$ cat config.mk
export PLATFORM = sky130hd
export DESIGN_NAME = uvs_cordic_cell
export DESIGN_NICKNAME = d
export VERILOG_FILES = /design/src/hdl/uvs_pkg.sv /design/src/hdl/uvs_cordic_cell.sv
export SDC_FILE = /design/constraint.sdc
export NUM_CORES = 1
export LEC_CHECK = 0
export ABC_AREA = 1
export BUFFER_PORTS_ARGS = -buffer_cell sky130_fd_sc_hd__buf_2
export CAP_MARGIN = 10
export CORE_ASPECT_RATIO = 0.8
export CORE_MARGIN = 8
export CORE_UTILIZATION = 33
export DETAILED_ROUTE_END_ITERATION = 10
export PLACE_DENSITY = 0.61
export SLEW_MARGIN = 5
export SYNTH_ARGS = -nofsm -noshare
export SYNTH_HDL_FRONTEND = slang
export SYNTH_SLANG_ARGS = --single-unit
$ cat constraint.sdc
create_clock -name i_clk -period 4.2 [get_ports i_clk]
set_input_delay 0.42 -clock i_clk [delete_from_list [all_inputs] [get_ports i_clk]]
set_output_delay 0.42 -clock i_clk [all_outputs]
set_load 0.01 [all_outputs]
$ cat src/hdl/uvs_pkg.sv
// Shared types, constants and helper functions of the UV sphere vertex generator.
// Used by every module in hdl; depends on nothing else.
package uvs_pkg;

    localparam int unsigned GRID_BITS_DEF = 8;
    localparam int unsigned DIV_STEPS     = 32;
    localparam int unsigned CORDIC_STEPS  = 24;
    localparam int unsigned MIN_COLUMNS   = 3;
    localparam int unsigned MIN_RINGS     = 2;
    localparam logic signed [31:0] CORDIC_GAIN = 32'sh26DD3B6A;

    // configuration register indexes
    localparam logic [1:0] REG_RADIUS  = 2'd0;
    localparam logic [1:0] REG_COLUMNS = 2'd1;
    localparam logic [1:0] REG_RINGS   = 2'd2;

    typedef struct packed {
        logic [15:0] upper;
        logic [15:0] lower;
        logic        vvalid;
        logic        qvalid;
    } t_side;

    typedef struct packed {
        logic signed [31:0] x;
        logic signed [31:0] y;
        logic signed [31:0] z;
        logic [1:0]         quad;
    } t_rot;

    typedef struct packed {
        logic signed [31:0] cs;
        logic signed [31:0] sn;
    } t_sc;

    typedef struct packed {
        logic signed [15:0] pos_x;
        logic signed [15:0] pos_y;
        logic signed [15:0] pos_z;
        logic signed [15:0] norm_x;
        logic signed [15:0] norm_y;
        logic signed [15:0] norm_z;
        logic               vertex_valid;
        logic [15:0]        upper_index;
        logic [15:0]        lower_index;
        logic               quad_valid;
    } t_result;

    // atan(2^-i) in 2^-32 turns
    function automatic logic signed [31:0] f_arc(input int unsigned i);
        logic signed [31:0] a;
        case (i)
            0:  a = 32'sh20000000;
            1:  a = 32'sh12E4051E;
            2:  a = 32'sh09FB385B;
            3:  a = 32'sh051111D4;
            4:  a = 32'sh028B0D43;
            5:  a = 32'sh0145D7E1;
            6:  a = 32'sh00A2F61E;
            7:  a = 32'sh00517C55;
            8:  a = 32'sh0028BE53;
            9:  a = 32'sh00145F2F;
            10: a = 32'sh000A2F98;
            11: a = 32'sh000517CC;
            12: a = 32'sh00028BE6;
            13: a = 32'sh000145F3;
            14: a = 32'sh0000A2FA;
            15: a = 32'sh0000517D;
            16: a = 32'sh000028BE;
            17: a = 32'sh0000145F;
            18: a = 32'sh00000A30;
            19: a = 32'sh00000518;
            20: a = 32'sh0000028C;
            21: a = 32'sh00000146;
            22: a = 32'sh000000A3;
            23: a = 32'sh00000051;
            default: a = 32'sh0;
        endcase
        return a;
    endfunction

    // fold a phase to within an eighth of a turn and seed the rotation
    function automatic t_rot f_fold(input logic [31:0] ph);
        t_rot        r;
        logic [31:0] s;
        logic [31:0] rest;
        s      = ph + 32'h2000_0000;
        r.quad = s[31:30];
        rest   = ph - {r.quad, 30'b0};
        r.x    = CORDIC_GAIN;
        r.y    = 32'sh0;
        r.z    = signed'(rest);
        return r;
    endfunction

    function automatic t_rot f_rot_step(input t_rot a, input int unsigned s);
        t_rot               b;
        logic signed [31:0] dx;
        logic signed [31:0] dy;
        dx = a.y >>> s;
        dy = a.x >>> s;
        b  = a;
        if (!a.z[31]) begin
            b.x = a.x - dx;
            b.y = a.y + dy;
            b.z = a.z - f_arc(s);
        end else begin
            b.x = a.x + dx;
            b.y = a.y - dy;
            b.z = a.z + f_arc(s);
        end
        return b;
    endfunction

    // undo the quarter-turn fold
    function automatic t_sc f_unfold(input t_rot a);
        t_sc r;
        case (a.quad)
            2'd0: begin
                r.cs = a.x;
                r.sn = a.y;
            end
            2'd1: begin
                r.cs = -a.y;
                r.sn = a.x;
            end
            2'd2: begin
                r.cs = -a.x;
                r.sn = -a.y;
            end
            default: begin
                r.cs = a.y;
                r.sn = -a.x;
            end
        endcase
        return r;
    endfunction

    // round half up by sh bits, then saturate
    function automatic logic signed [15:0] f_rnd_sat(input logic signed [63:0] v,
                                                     input int unsigned sh,
                                                     input logic signed [63:0] lo,
                                                     input logic signed [63:0] hi);
        logic signed [63:0] t;
        t = (v + (64'sd1 <<< (sh - 1))) >>> sh;
        if (t < lo) begin
            t = lo;
        end else if (t > hi) begin
            t = hi;
        end
        return t[15:0];
    endfunction

endpackage

$ cat src/hdl/uvs_cordic_cell.sv
// One CORDIC rotation step for both angles of a grid point.
// Depends on uvs_pkg.
module uvs_cordic_cell import uvs_pkg::*; #(
    parameter int unsigned STEP = 0
) (
    input  logic  i_clk,
    input  logic  i_rst_n,
    input  logic  i_en,
    input  logic  i_valid,
    input  t_side i_side,
    input  t_rot  i_phi,
    input  t_rot  i_th,
    output logic  o_valid,
    output t_side o_side,
    output t_rot  o_phi,
    output t_rot  o_th
);
    logic  r_valid;
    t_side r_side;
    t_rot  r_phi, r_th;

    always_ff @(posedge i_clk) begin
        if (!i_rst_n) begin
            r_valid <= 1'b0;
        end else if (i_en) begin
            r_valid <= i_valid;
        end
    end

    always_ff @(posedge i_clk) begin
        if (i_en) begin
            r_side <= i_side;
            r_phi  <= f_rot_step(i_phi, STEP);
            r_th   <= f_rot_step(i_th, STEP);
        end
    end

    assign o_valid = r_valid;
    assign o_side  = r_side;
    assign o_phi   = r_phi;
    assign o_th    = r_th;
endmodule

Yosys cells after proc, flatten, opt, wreduce, memory -nomap -nowiden:

Cells that the tools add are included.

* bits in registers: 231
* input port bits: 234
* output and inout bits: 231
* logic and storage cells: 33

* add/sub/neg operators: 10
* mux-type cells: 10

Operators by type and width (count)
* $mux 32: 8
* $mux 96: 2
* $sub 32x32->32: 6
* $add 32x32->32: 4

Logic depth before layout (Yosys ltp):

* depth after elaboration: 4
* gate-level depth with buffers: 16

Worst setup path before layout:

No wires, ideal clock.

* kind: input -> register
* from: input i_th[43] (netlist bit)
* to: register r_th, in the netlist o_th[97], data pin
* setup time: 0.254 ns
* data arrival time: 1.795 ns
* data required time: 3.946 ns
* setup slack: 2.151 ns
* cell stages on the path: 13
* path buffers: 0
* cells stage by stage: inv_1 ha_1 inv_1 nand2_1 nor3_1 and2_1 nand2_1 nand2_2 nand2_1 nand2_1 nand2_1 nand3_1 nand2_1

* longest elaborated chain between the ends: 2

Ends and longest elaborated chain
* start, declared: RTL line uvs_cordic_cell.sv:12 `input t_rot i_th,`
* $sub 32x32->32 / $add 32x32->32 (equally long branches): RTL line uvs_pkg.sv:104, uvs_pkg.sv:108
* $mux 96 (*): RTL line uvs_pkg.sv:103 `if (!a.z[31]) begin`
* end signal, assigned: RTL line uvs_cordic_cell.sv:34 `r_th <= f_rot_step(i_th, STEP);`
* end, declared: RTL line uvs_cordic_cell.sv:20 `t_rot r_phi, r_th;`

Every way passes the cells marked *; elsewhere a longest branch is shown, timed or not.
A chain may end at the register's enable or synchronous reset.

Final worst setup path:

* from: input i_phi[34] (netlist bit)
* to: register r_phi, in the netlist o_phi[62], data pin

* longest elaborated chain between the ends: 2

Ends and longest elaborated chain
* start, declared: RTL line uvs_cordic_cell.sv:11 `input t_rot i_phi,`
* $add 32x32->32 / $sub 32x32->32 (equally long branches): RTL line uvs_pkg.sv:105, uvs_pkg.sv:109
* $mux 96 (*): RTL line uvs_pkg.sv:103
* end signal, assigned: RTL line uvs_cordic_cell.sv:33 `r_phi <= f_rot_step(i_phi, STEP);`
* end, declared: RTL line uvs_cordic_cell.sv:20

Marks and branches as above.

==> summary.md <==
| Metric | Value |
|---|---|
| Run status | `finished, final reports clean` |
| Worst Hold Class | `in -> reg` |
| Post-DP HPWL | `between 70 and 80 mm` |
| Initial antenna violation count | `10` |
| Clock-pin slew on the worst setup and hold paths | `~0.070 ns` |
| # fillers | `a little under 7000` |
| Worst slew margin | `a little under two fifths` |
| Proportion of layout cells with a drive suffix above 1 | `roughly 15%` |
| Wire length per cell | `18.8 um` |
| Post-synth top flop | `edfxtp_1` |
| Clock root buffer | `clkbuf_16` |
| Starting DRT DRC Count | `2116` |
| Via count | `22500` |
| Largest net degree at the start of global routing | `89` |
| CP Max Fanout | `4` |
| #FFs+latches synth | `between 200 and 250` |
| CORE AREA | `64000 um^2` |
| Skew final | `0 ns` |
| TritonCTS clock tree | `yes` |
| Overflow after GRT | `0` |
| Yosys cell types | `38` |
| Post-layout net count | `approximately 4100` |
| Worst-Skew Late Latency | `about 0.58 ns` |
| CP Capture Type | `register` |
| Count of input and output buffers | `464` |
| Hold Crit Start | `i_side[10]` |
| Reg-to-reg slack, setup | `approximately 3.5 ns` |
| Final non-filler cell area | `between 20000 and 30000 um^2` |
| Initial Util | `33.3%` |
| Final setup viols | `0` |
| Synth Instances | `~3200` |
| Clk sinks | `229` |
| Max_cap viols | `0` |
| Synth async-reset ratio | `0%` |
| Die area | `~73000 um^2` |
| Leakage power | `between 0.01 and 0.015 uW` |
| Htree depth | `1` |
| Pins over their slew limit | `0` |
| Post-Layout Cell Count | `4577` |
| DRC viols | `0` |
| Mapped Nets | `about 3600` |
| Global-route wire length before repair | `around 130 mm` |
| Hold EP | `o_side[10]` |
| Min cycle time layout | `about 2.2 ns` |
| Total CTS buffers | `27` |
| Tightest Pin Transition | `roughly 0.94 ns` |
| Capture point of the worst reg-to-reg path | `o_valid` |
| Pwr per Cell Area | `329 nW/um^2` |
| Pre-CTS WS | `around 1.4 ns` |
| Final period util | `between 50% and 60%` |
| WS Path Type | `in -> reg` |
| Average size of a mapped cell | `6.68 um^2` |
| Warnings, synthesis | `0` |
| Final TNS setup | `0 ns` |
| Drt via density | `around 5` |
| Final Hold Viols | `0` |
| Setup Fix Bufs, Post-CTS | `0` |
| Post-synth EDFFs | `between 200 and 250` |
| Hold path cells | `1` |
| GP Congestion | `approximately 1.0` |
| Mapped Area | `around 21000 um^2` |
| Fin worst setup slack | `between 1.5 and 2 ns` |
| WL final | `between 80 and 90 mm` |
| Cell Area, Placed | `between 20000 and 25000 um^2` |
| Arrival @ worst endpoint | `approximately 2.5 ns` |
| Placed Cells | `between 4000 and 5000` |
| Antenna viol nets, final | `0` |
| Vias in the first global route | `roughly 21000` |
| Max rail drop VDD | `roughly 0.23 mV` |
| Sequential share of the synthesized area | `approximately a third` |
| Overall Power | `8670 uW` |
| Num rows | `83` |
| Layout area overhead | `23.9%` |
| Worst reg2reg startpoint | `o_valid` |
| Fmax | `approximately 0.45 GHz` |
| Ports | `between 400 and 500` |
| Cells on worst reg2reg path | `2` |
| Gr usage total | `roughly 22%` |
| Chip height | `around 240 um` |
| Worst Setup Start Kind | `primary input` |
| Unrepaired setup endpoints after global routing | `no` |
| Hold_buf cts | `between 90 and 100` |
| CTS Buffer Depth | `3` |
| Post-CTS resize count | `0` |
| Drt first pass iters | `6` |
| Critical Path RT | `approximately 4.5 ns` |
| DIE WIDTH | `300 um` |
==> power breakdown <==
part	leakage [uW]	switching, uW	total (uW)	internal, uW
sequential	0.00224	94.1	2940	2850
combinational	0.0113	1980	2920	944
clock	0.000499	1110	2800	1690
==> metal layers <==
layer	share of wire, %	track usage (%)	wire length [um]	vias up
li1	-	-	-	11000
met1	46	33.2	39900	10400
met2	42	33.2	36100	932
met3	9.8	4.63	8420	89
met4	1.9	4.64	1670	2
met5	0.014	0	12	-
==> cell families (layout without fill, tap and decap cells) <==
group           Yosys count  in the layout  synth area share [%]
compound gates          340            340                  8.61
xor+xnor                 52             52                  2.14
fa+ha+maj               196            196                  11.8
buf+inv                 674           1211                  12.4
flops                   229            229                  32.3
mux                       1              1                0.0470
other cells               0              5                     0
simple gates           1693           1693                  32.7
==> flip-flops by register name, summed over array words and instances (netlist names) <==
register / cells
o_phi: 97
o_side: 34
o_th: 97
o_valid: 1
==> through the flow <==
stage,hold slack (ns),util [%]
2_1_floorplan,0.513,-
6_report,0.0254,41.2
4_1_cts,0.00116,41.2
3_5_place_dp,0.598,38.1
5_1_grt,0.00784,41.2
3_3_place_gp,0.597,38.1
==> placed cells by master, fill, tap and decap left out, types with 51 or more instances in the layout <==
master,Yosys,layout
a21oi_1,156,156
buf_2,36,463
inv_1,592,590
dlygate4sd3_1,0,94
edfxtp_1,228,228
nand2_1,1071,1071
nor2_1,251,251
nand3_1,283,283
xor2_1,51,51
o21ai_0,122,122
ha_1,188,188
==> area by class of cell <==
type	count	area, um^2	share of cell area, %
tap	850	1060	4.03
clock inverter	23	365	1.39
inverter	594	2230	8.45
antenna	5	12.5	0.0474
sequential	229	6870	26.0
clock buffer	27	676	2.56
multi-input combinational	2282	11800	44.7
timing repair buffer	567	3380	12.8
==> worst max path at each step <==
stage,start,end,depth (start not counted)
after global routing,i_phi[52],o_phi[93],11
after global placement,i_th[43],o_th[93],13
final,i_phi[34],o_phi[62],12
after detailed placement,i_th[43],o_th[65],14
after CTS,i_th[43],o_th[97],14
after floorplan,i_th[43],o_th[97],13
==> synth_stat cells (all sizes together), types with 22 or more instances <==
library cell  instances  area (um^2)
buf                  58          327
nand2              1075         4050
edfxtp              228         6850
inv                 594         2230
nand4                34          213
o21ai               130          651
xor2                 51          447
nor2                257          990
nand3               286         1450
o21bai               33          248
ha                  188         2350
a21oi               156          781
clkbuf               22         86.3
==> worst max-delay path, stage by stage <==
cell,delay [ns]
buf_2,0.12
inv_1,0.05
ha_1,0.24
fa_1,0.52
o21bai_1,0.48
nand2_1,0.13
nand3b_2,0.16
nand2_1,0.12
nand2_1,0.09
nand2_1,0.04
nand3_1,0.07
nand2_1,0.09
Power figures use the tool's default switching activity.
