--- config.mk ---
export PLATFORM = sky130hd
export DESIGN_NAME = uvs_div_cell
export DESIGN_NICKNAME = d
export VERILOG_FILES = /design/src/hdl/uvs_pkg.sv /design/src/hdl/uvs_div_cell.sv
export SDC_FILE = /design/constraint.sdc
export NUM_CORES = 1
export LEC_CHECK = 0
export ABC_AREA = 1
export BUFFER_PORTS_ARGS = -buffer_cell sky130_fd_sc_hd__buf_2
export CAP_MARGIN = 20
export CORE_MARGIN = 2
export CORE_UTILIZATION = 45
export DETAILED_ROUTE_END_ITERATION = 16
export PLACE_DENSITY_LB_ADDON = 0.05
export REMOVE_ABC_BUFFERS = 1
export SLEW_MARGIN = 20
export SYNTH_ARGS = -nofsm -noshare
export SYNTH_HDL_FRONTEND = slang
export SYNTH_SLANG_ARGS = --single-unit
export TNS_END_PERCENT = 20
--- constraint.sdc ---
create_clock -name i_clk -period 1.95 [get_ports i_clk]
set_clock_uncertainty 0.2 [all_clocks]
set_input_delay 0.0975 -clock i_clk [delete_from_list [all_inputs] [get_ports i_clk]]
set_output_delay 0.0975 -clock i_clk [all_outputs]
set_load 0.03 [all_outputs]
--- src/hdl/uvs_pkg.sv ---
// Shared types, constants and helper functions of the UV sphere vertex generator.
// Used by every module in hdl; depends on nothing else.
package uvs_pkg;

    localparam int unsigned GRID_BITS_DEF = 8;
    localparam int unsigned DIV_STEPS     = 32;
    localparam int unsigned CORDIC_STEPS  = 24;
    localparam int unsigned MIN_COLUMNS   = 3;
    localparam int unsigned MIN_RINGS     = 2;
    localparam logic signed [31:0] CORDIC_GAIN = 32'sh26DD3B6A;

    // configuration register indexes
    localparam logic [1:0] REG_RADIUS  = 2'd0;
    localparam logic [1:0] REG_COLUMNS = 2'd1;
    localparam logic [1:0] REG_RINGS   = 2'd2;

    typedef struct packed {
        logic [15:0] upper;
        logic [15:0] lower;
        logic        vvalid;
        logic        qvalid;
    } t_side;

    typedef struct packed {
        logic signed [31:0] x;
        logic signed [31:0] y;
        logic signed [31:0] z;
        logic [1:0]         quad;
    } t_rot;

    typedef struct packed {
        logic signed [31:0] cs;
        logic signed [31:0] sn;
    } t_sc;

    typedef struct packed {
        logic signed [15:0] pos_x;
        logic signed [15:0] pos_y;
        logic signed [15:0] pos_z;
        logic signed [15:0] norm_x;
        logic signed [15:0] norm_y;
        logic signed [15:0] norm_z;
        logic               vertex_valid;
        logic [15:0]        upper_index;
        logic [15:0]        lower_index;
        logic               quad_valid;
    } t_result;

    // atan(2^-i) in 2^-32 turns
    function automatic logic signed [31:0] f_arc(input int unsigned i);
        logic signed [31:0] a;
        case (i)
            0:  a = 32'sh20000000;
            1:  a = 32'sh12E4051E;
            2:  a = 32'sh09FB385B;
            3:  a = 32'sh051111D4;
            4:  a = 32'sh028B0D43;
            5:  a = 32'sh0145D7E1;
            6:  a = 32'sh00A2F61E;
            7:  a = 32'sh00517C55;
            8:  a = 32'sh0028BE53;
            9:  a = 32'sh00145F2F;
            10: a = 32'sh000A2F98;
            11: a = 32'sh000517CC;
            12: a = 32'sh00028BE6;
            13: a = 32'sh000145F3;
            14: a = 32'sh0000A2FA;
            15: a = 32'sh0000517D;
            16: a = 32'sh000028BE;
            17: a = 32'sh0000145F;
            18: a = 32'sh00000A30;
            19: a = 32'sh00000518;
            20: a = 32'sh0000028C;
            21: a = 32'sh00000146;
            22: a = 32'sh000000A3;
            23: a = 32'sh00000051;
            default: a = 32'sh0;
        endcase
        return a;
    endfunction

    // fold a phase to within an eighth of a turn and seed the rotation
    function automatic t_rot f_fold(input logic [31:0] ph);
        t_rot        r;
        logic [31:0] s;
        logic [31:0] rest;
        s      = ph + 32'h2000_0000;
        r.quad = s[31:30];
        rest   = ph - {r.quad, 30'b0};
        r.x    = CORDIC_GAIN;
        r.y    = 32'sh0;
        r.z    = signed'(rest);
        return r;
    endfunction

    function automatic t_rot f_rot_step(input t_rot a, input int unsigned s);
        t_rot               b;
        logic signed [31:0] dx;
        logic signed [31:0] dy;
        dx = a.y >>> s;
        dy = a.x >>> s;
        b  = a;
        if (!a.z[31]) begin
            b.x = a.x - dx;
            b.y = a.y + dy;
            b.z = a.z - f_arc(s);
        end else begin
            b.x = a.x + dx;
            b.y = a.y - dy;
            b.z = a.z + f_arc(s);
        end
        return b;
    endfunction

    // undo the quarter-turn fold
    function automatic t_sc f_unfold(input t_rot a);
        t_sc r;
        case (a.quad)
            2'd0: begin
                r.cs = a.x;
                r.sn = a.y;
            end
            2'd1: begin
                r.cs = -a.y;
                r.sn = a.x;
            end
            2'd2: begin
                r.cs = -a.x;
                r.sn = -a.y;
            end
            default: begin
                r.cs = a.y;
                r.sn = -a.x;
            end
        endcase
        return r;
    endfunction

    // round half up by sh bits, then saturate
    function automatic logic signed [15:0] f_rnd_sat(input logic signed [63:0] v,
                                                     input int unsigned sh,
                                                     input logic signed [63:0] lo,
                                                     input logic signed [63:0] hi);
        logic signed [63:0] t;
        t = (v + (64'sd1 <<< (sh - 1))) >>> sh;
        if (t < lo) begin
            t = lo;
        end else if (t > hi) begin
            t = hi;
        end
        return t[15:0];
    endfunction

endpackage

--- src/hdl/uvs_div_cell.sv ---
// One restoring-division step for the two phase quotients (latitude and longitude).
// Depends on uvs_pkg.
module uvs_div_cell import uvs_pkg::*; #(
    parameter int unsigned GRID_BITS = GRID_BITS_DEF
) (
    input  logic                   i_clk,
    input  logic                   i_rst_n,
    input  logic                   i_en,
    input  logic                   i_valid,
    input  t_side                  i_side,
    input  logic [GRID_BITS+1:0]   i_div_p,
    input  logic [GRID_BITS+1:0]   i_div_t,
    input  logic [GRID_BITS+1:0]   i_rem_p,
    input  logic [GRID_BITS+1:0]   i_rem_t,
    input  logic [DIV_STEPS-1:0]   i_quo_p,
    input  logic [DIV_STEPS-1:0]   i_quo_t,
    output logic                   o_valid,
    output t_side                  o_side,
    output logic [GRID_BITS+1:0]   o_rem_p,
    output logic [GRID_BITS+1:0]   o_rem_t,
    output logic [DIV_STEPS-1:0]   o_quo_p,
    output logic [DIV_STEPS-1:0]   o_quo_t
);
    localparam int unsigned RW = GRID_BITS + 2;

    logic          r_valid;
    t_side         r_side;
    logic [RW-1:0] r_rem_p, r_rem_t, n_rem_p, n_rem_t;
    logic [DIV_STEPS-1:0] r_quo_p, r_quo_t, n_quo_p, n_quo_t;
    logic [RW-1:0] w_sp, w_st;
    logic          w_gp, w_gt;

    always_comb begin
        w_sp    = {i_rem_p[RW-2:0], 1'b0};
        w_st    = {i_rem_t[RW-2:0], 1'b0};
        w_gp    = (w_sp >= i_div_p);
        w_gt    = (w_st >= i_div_t);
        n_rem_p = w_gp ? (w_sp - i_div_p) : w_sp;
        n_rem_t = w_gt ? (w_st - i_div_t) : w_st;
        n_quo_p = {i_quo_p[DIV_STEPS-2:0], w_gp};
        n_quo_t = {i_quo_t[DIV_STEPS-2:0], w_gt};
    end

    always_ff @(posedge i_clk) begin
        if (!i_rst_n) begin
            r_valid <= 1'b0;
        end else if (i_en) begin
            r_valid <= i_valid;
        end
    end

    always_ff @(posedge i_clk) begin
        if (i_en) begin
            r_side  <= i_side;
            r_rem_p <= n_rem_p;
            r_rem_t <= n_rem_t;
            r_quo_p <= n_quo_p;
            r_quo_t <= n_quo_t;
        end
    end

    assign o_valid = r_valid;
    assign o_side  = r_side;
    assign o_rem_p = r_rem_p;
    assign o_rem_t = r_rem_t;
    assign o_quo_p = r_quo_p;
    assign o_quo_t = r_quo_t;
endmodule

# After elaboration in Yosys (flattened, before gate mapping)
# Index checks and enable logic that the tools add are counted.
# classes
add_sub_neg	2
order_cmp	2
mux	2
# op_table
op	count
10-bit >= comparator	2
10-bit 2-to-1 mux	2
10-bit subtractor	2
# totals
register_bits	119
out_inout_bits	119
wordCells	17

# Depth between registers and ports, before layout
# Gate-level depths: netlist (run 1).
# logic_depth
word_depth	2
depth_mapped	11
mapped_depth_nobuf	11

# Least setup slack after synthesis (run 1)
# Ideal clock, no wire load.
# synth_path
path_type	in2reg
start	input port i_div_p[1]
end	register r_rem_p[9], in the netlist o_rem_p[9] (data pin)
setup_time_ps	253
arrival_ps	1215
path_slack_ps	282
cell_stages	10
n_path_buf	1
path_cell_list	inv_1 > ha_1 > ha_1 > inv_1 > nor2_1 > nand3_1 > nand4_2 > buf_6 > nand3_1 > nand2_1
# synth_between
elab_chain_cells	2
word_cells_on_any_way	3
classes_between	1 x add/sub; 1 x order compare; 1 x mux
# synth_rtl
item	line_no	source
start, declared	uvs_div_cell.sv:11	input logic [GRID_BITS+1:0] i_div_p,
10-bit >= comparator	uvs_div_cell.sv:36	w_gp = (w_sp >= i_div_p);
net w_gp	uvs_div_cell.sv:31	logic w_gp, w_gt;
10-bit 2-to-1 mux	uvs_div_cell.sv:38	n_rem_p = w_gp ? (w_sp - i_div_p) : w_sp;
net n_rem_p[9]	uvs_div_cell.sv:28	logic [RW-1:0] r_rem_p, r_rem_t, n_rem_p, n_rem_t;
end signal, assigned	uvs_div_cell.sv:55	r_rem_p <= n_rem_p;
end, declared	uvs_div_cell.sv:28	
# The timed path passes the listed nets, and every way through them passes these cells.
# A chain may end at the register's enable or synchronous reset.

# Worst setup path after layout (run 1)
# layout_path
start	input port i_div_p[1]
end	register r_rem_p[1], in the netlist o_rem_p[1] (data pin)
# layout_between
elab_chain_cells	2
word_cells_on_any_way	3
classes_between	1 x add/sub; 1 x order compare; 1 x mux
# layout_rtl
item	line_no
10-bit subtractor / 10-bit >= comparator (equally long branches)	uvs_div_cell.sv:38, uvs_div_cell.sv:36
10-bit 2-to-1 mux *	uvs_div_cell.sv:38
net n_rem_p[1]	uvs_div_cell.sv:28
# Mark *: on every way through the listed nets, which the timed path passes. The rest lies on a longest branch.

==> results.yml, run 1 <==
worst_setup_path:
  path_class: "in -> reg"
  critPathMaxStageDelay_ns: 0.52
  required_ns: 2.00
  rr_endpoint: "o_valid"
  endpoint: "o_rem_p[1]"
  path_cells: "dlygate4sd3_1, buf_2, inv_1, ha_1, ha_1, inv_1, nor2_1, nand3_1, nand4_2, buf_4, nand2_1, o21ai_0"
  cp.buffers_inverters: 5
  crit_cells: 12
  cp-end-kind: "flip-flop"
  r2r_cells: 3
  startpoint: "i_div_p[1]"
  path_max_fanout: 7
  start_kind: "input pin"
  critical_path.top_delay_family: "buffers and inverters"
  reg2reg_slack_ns: 0.49
  slowest_stage: "dlygate4sd3_1"
  critPathArrivalTime_ns: 1.90
  reg2reg_from: "o_valid"
timing:
  slew_headroom_pct: 76.4
  drv_slew: 0
  fin_crit_sh_pct: 95.0
  hold_ws_ns: 0.0487
  fmax_mhz: 540
  setup-violations-final: 0
  period_minus_slack_ns: 1.85
  hold_violations: 0
  worstMarginPinSlew_ns: 0.354
outcome:
  status: "complete, no violations"
layout:
  fin_cells: 972
  multi_input_area_um2: 1270
  drive_gt1_share_pct: 39.7
  regArea_um2: 3560
  fillers: 718
  fin_area_um2: 8520
  fin_nets: 983
  area_growth_pct: 70.1
route:
  wire_per_inst_um: 16.3
  drtIter0Drc: 182
  via_per_inst: 4.62
  drcViolationCount: 0
  vias: 4494
  wl_um: 15900
  ant_nets: 0
  dr.pass1.iters: 5
floorplan:
  fp.dieW_um: 110
  die_h_um: 110
  io_pins: 261
  die-area_um2: 12000
  rows: 38
  core-area_um2: 10800
  start_util_pct: 46.2
place:
  dp.cells: 819
  hpwl_um: 10400
  placed_cell_area_um2: 6640
  gp_congestion: 0.875
  port_buffers: 256
synthesis:
  ys_ff_latch: 119
  yosysTopAreaCell: "edfxtp_1"
  synthFlopType: "edfxtp_1"
  yosysMostFrequentCell: "edfxtp_1"
  syn-instance-count: 402
  synth_commonest_cells: "edfxtp_1 (118), nand2_1 (101), inv_1 (60)"
  ys_types: 20
  syn_area_per_cell_um2: 12.5
  netlist_area_um2: 5010
  netlist_top_cells_area: "edfxtp_1 (71%), nand2_1 (7.6%), ha_1 (5.0%)"
  synth-edff-count: 118
  seq_area_frac_synth_pct: 71.1
  synth_top_area_share_pct: 70.7
  synthArstFlopShare_pct: 0
  yosysWarnings: 0
cts:
  clkTransAtPathRegs_ns: 0.06
  htreeDepth: 4
  cts_inserted_buffers: 17
  cts_sinks: 119
  clockRootBuffer: "clkbuf_8"
  insertion_delay_ns: 0.50
  clk_path_buf_depth: 2
  cts_tree: "yes"
job:
  drv_cap: 0
global_route:
  grt_pass1_vias: 4546
  grt_usage_pct: 25.9
  grt_pass1_wl_um: 22800
  grt_max_degree: 66
  antenna_found_initial: 1
  grt_overflow: 0
power:
  leakagePower_nw: 4.03
  powerDensity_nw_per_um2: 925
  peakVddDrop_mv: 0.618
worst_hold_path:
  worstHoldPathType: "in -> reg"
## per-layer routing
| layer | routed length [um] | global-route usage [%] |
|---|---|---|
| met3 | 1350 | 7.65 |
| met1 | 5700 | 27.5 |
| met4 | 377 | 10.3 |
| met2 | 8450 | 48.0 |
| met5 | 0 | 0 |
## flip-flops by register name, summed over array words and instances (netlist names)
signal   cells
o_rem_p     10
o_side      34
o_valid      1
o_quo_t     32
o_rem_t     10
o_quo_p     32
## stage by stage
step                setup TNS (ns)  total power, mW  util, %  setup slack [ns]
floorplan                        0             4.01        -             0.260
global placement                 0             4.55     61.3            0.0751
detailed placement               0             4.58     61.3            0.0315
CTS                              0             7.86     77.9            0.0395
global route               -0.0214             8.19     78.6          -0.00700
finish                           0             7.88     78.6            0.0974
## worst min-delay path: cells and delay by family
kind	cells	cell delay, ns
buffers and inverters	2	0.14
AND/OR/NAND/NOR	3	0.17
adder cells (fa/ha/maj)	1	0.18
## power by group
part / leakage (nW) / internal [mW] / total (mW) / switching (mW)
Clock: 0.293 / 1.95 / 3.10 / 1.15
Combinational: 2.57 / 0.635 / 1.64 / 1.00
Sequential: 1.16 / 3.08 / 3.15 / 0.0633
## worst min path at each step
| stage | depth (start not counted) | from | endpoint |
|---|---|---|---|
| finish | 6 | i_div_t[9] | o_rem_t[9] |
| detailed placement | 1 | i_quo_t[14] | o_quo_t[15] |
| global route | 2 | i_side[30] | o_side[30] |
| floorplan | 1 | i_en | o_valid |
| global placement | 1 | i_quo_p[11] | o_quo_p[12] |
| CTS | 6 | i_div_t[9] | o_rem_t[9] |
## layout make-up
type	instances	area share, %
diodes	1	0.0294
clock buffers	17	4.86
clock inverters	14	2.06
inverters	60	2.64
multi-input cells	221	14.9
flip-flops and latches	119	41.8
well taps	140	2.06
repair buffers	400	31.6
## logic make-up after synthesis
family          share of synthesized area (%)
compound gates                           2.15
xor+xnor                                 1.05
fa+ha+maj                                5.79
buf+inv                                  4.95
flops                                    71.1
simple gates                             14.9
## layout by cell type, fill, tap and decap left out
| cell type | count |
|---|---|
| nor2_1 | 21 |
| o21ai_0 | 6 |
| nor2_2 | 3 |
| nand4_1 | 2 |
| dlygate4sd3_1 | 121 |
| xnor2_1 | 3 |
| diode_2 | 1 |
| dfxtp_1 | 1 |
| clkinv_2 | 3 |
| buf_4 | 21 |
| nand2_2 | 4 |
| ha_4 | 3 |
| nand4_2 | 2 |
| buf_12 | 2 |
| clkbuf_16 | 16 |
| and3_2 | 1 |
| nand2_1 | 97 |
| buf_6 | 1 |
| fa_2 | 2 |
| nand3_1 | 35 |
| a21oi_2 | 4 |
| inv_1 | 60 |
| clkinv_4 | 5 |
| ha_1 | 17 |
| a21oi_1 | 7 |
| clkbuf_8 | 1 |
| edfxtp_1 | 118 |
| nand3_2 | 1 |
| nand3b_1 | 7 |
| bufinv_16 | 3 |
| inv_6 | 3 |
| o21ai_1 | 3 |
| xor2_1 | 3 |
| buf_2 | 255 |
## repair_timing
item | CTS | global route
buffers inserted | 0 | 0
endpoints found under the hold margin | 235 | 0
endpoints found under the setup margin | 0 | 18
hold buffers | 121 | 0
resized for setup | 0 | 16
Power figures use the tool's default switching activity.
==> inputs of run 2 (changes only) <==
--- a/config.mk
+++ b/config.mk
@@ -10,8 +10,10 @@
 export CAP_MARGIN = 20
 export CORE_MARGIN = 2
 export CORE_UTILIZATION = 45
+export CTS_CLUSTER_SIZE = 24
 export DETAILED_ROUTE_END_ITERATION = 16
 export PLACE_DENSITY_LB_ADDON = 0.05
+export RECOVER_POWER = 100
 export REMOVE_ABC_BUFFERS = 1
 export SLEW_MARGIN = 20
 export SYNTH_ARGS = -nofsm -noshare
==> results.yml, run 2 (synthesized netlist as in run 1, its figures left out) <==
cts:
  cts_inserted_buffers: 17
  cts_tree: "yes"
  clkTransAtPathRegs_ns: 0.06
  htreeDepth: 4
  cts_sinks: 119
  insertion_delay_ns: 0.50
  clk_path_buf_depth: 2
  clockRootBuffer: "clkbuf_8"
floorplan:
  core-area_um2: 10800
  rows: 38
  die-area_um2: 12000
  die_h_um: 110
  io_pins: 261
  fp.dieW_um: 110
  start_util_pct: 46.2
power:
  powerDensity_nw_per_um2: 938
  leakagePower_nw: 3.67
  peakVddDrop_mv: 0.617
timing:
  slew_headroom_pct: 41.5
  setup-violations-final: 0
  period_minus_slack_ns: 1.85
  fin_ws_ns: 0.0971
  hold_violations: 0
  drv_slew: 0
  worstMarginPinSlew_ns: 0.877
  hold_ws_ns: 0.0481
  fin_crit_sh_pct: 95.0
  fmax_mhz: 540
global_route:
  grt_pass1_wl_um: 22800
  antenna_found_initial: 1
  grt_max_degree: 66
  grt_usage_pct: 25.9
  grt_overflow: 0
  grt_pass1_vias: 4546
layout:
  final_common_cell: "clkbuf_1"
  area_growth_pct: 66.6
  largest_reg_flops: 34
  final_cell_mix: "clkbuf_1 (128), buf_2 (127), dlygate4sd3_1 (121)"
  fin_cells: 972
  fin_nets: 983
  drive_gt1_share_pct: 24.3
worst_setup_path:
  path_max_fanout: 7
  cp-end-kind: "flip-flop"
  critPathMaxStageDelay_ns: 0.52
  path_cells: "dlygate4sd3_1, buf_2, inv_1, ha_1, ha_1, inv_1, nor2_1, nand3_1, nand4_2, buf_4, nand2_1, o21ai_0"
  critPathArrivalTime_ns: 1.90
  required_ns: 2.00
  path_class: "in -> reg"
  start_kind: "input pin"
  slowest_stage: "dlygate4sd3_1"
job:
  drv_cap: 0
place:
  hpwl_um: 10400
  gp_congestion: 0.875
  pre_cts_ws_ns: 0.0315
  port_buffers: 256
  dp.cells: 819
route:
  drcViolationCount: 0
  vias: 4500
  ant_nets: 0
  via_per_inst: 4.63
  wl_um: 16000
  drtIter0Drc: 217
  wire_per_inst_um: 16.5
  dr.pass1.iters: 4
outcome:
  status: "complete, no violations"
worst_hold_path:
  worstHoldPathType: "in -> reg"
[run 2: cell types whose count changed in the layout (fill, tap and decap cells not counted), sizes merged]
cell | previous run | this run
buf | 279 | 147
clkbuf | 17 | 149
[run 2: metal layers]
metal	vias to the layer above	wire, um	track usage [%]
met5	-	0	0
met4	0	377	10.3
met3	29	1220	7.65
met2	164	8450	48.0
met1	2098	5980	27.5
li1	2209	-	-
[run 2: path summary, 6_finish.rpt]
check	from	endpoint	slack, ns	depth (start not counted)
min	i_div_t[9]	o_rem_t[9]	0.05	6
max	i_div_p[1]	o_rem_p[1]	0.1	12
max reg2reg	o_valid	o_valid	0.48	3
min reg2reg	o_valid	o_valid	0.98	3
[run 2: repair_timing]
action | 4_1_cts | 5_1_grt
endpoints found under the setup margin | 0 | 18
setup buffers | 0 | 0
hold buffers | 121 | 0
resized for setup | 0 | 16
endpoints found under the hold margin | 235 | 0
[run 2: layout make-up]
type / count / area, um2
antenna: 1 / 2.50
clock buffer: 17 / 414
clock inverter: 14 / 175
fill: 798 / 2500
inverter: 60 / 225
multi-input combinational: 221 / 1270
sequential: 119 / 3560
tap: 140 / 175
timing repair buffer: 400 / 2520
[run 2: worst max-delay path: cells and delay by family]
kind,cells,cell delay [ns]
fa+ha+maj,2,0.49
simple gates,4,0.33
compound gates,1,0.07
buf+inv,5,0.94
[run 2: report_power, final]
| part | internal [mW] | switching [mW] | total, mW |
|---|---|---|---|
| sequential | 3.08 | 0.0716 | 3.16 |
| clock | 1.95 | 1.15 | 3.10 |
| combinational | 0.565 | 1.00 | 1.57 |
| total | 5.60 | 2.22 | 7.83 |
[run 2: metrics by stage]
| stage | power, mW | utilization, % | cell area, um2 | setup TNS (ns) |
|---|---|---|---|---|
| 6_report | 7.83 | 77.0 | 8340 | 0 |
| 5_1_grt | 8.13 | 77.0 | 8340 | -0.0214 |
| 3_3_place_gp | 4.55 | 61.3 | 6640 | 0 |
| 3_5_place_dp | 4.58 | 61.3 | 6640 | 0 |
| 2_1_floorplan | 4.01 | - | 4990 | 0 |
| 4_1_cts | 7.86 | 77.9 | 8440 | 0 |
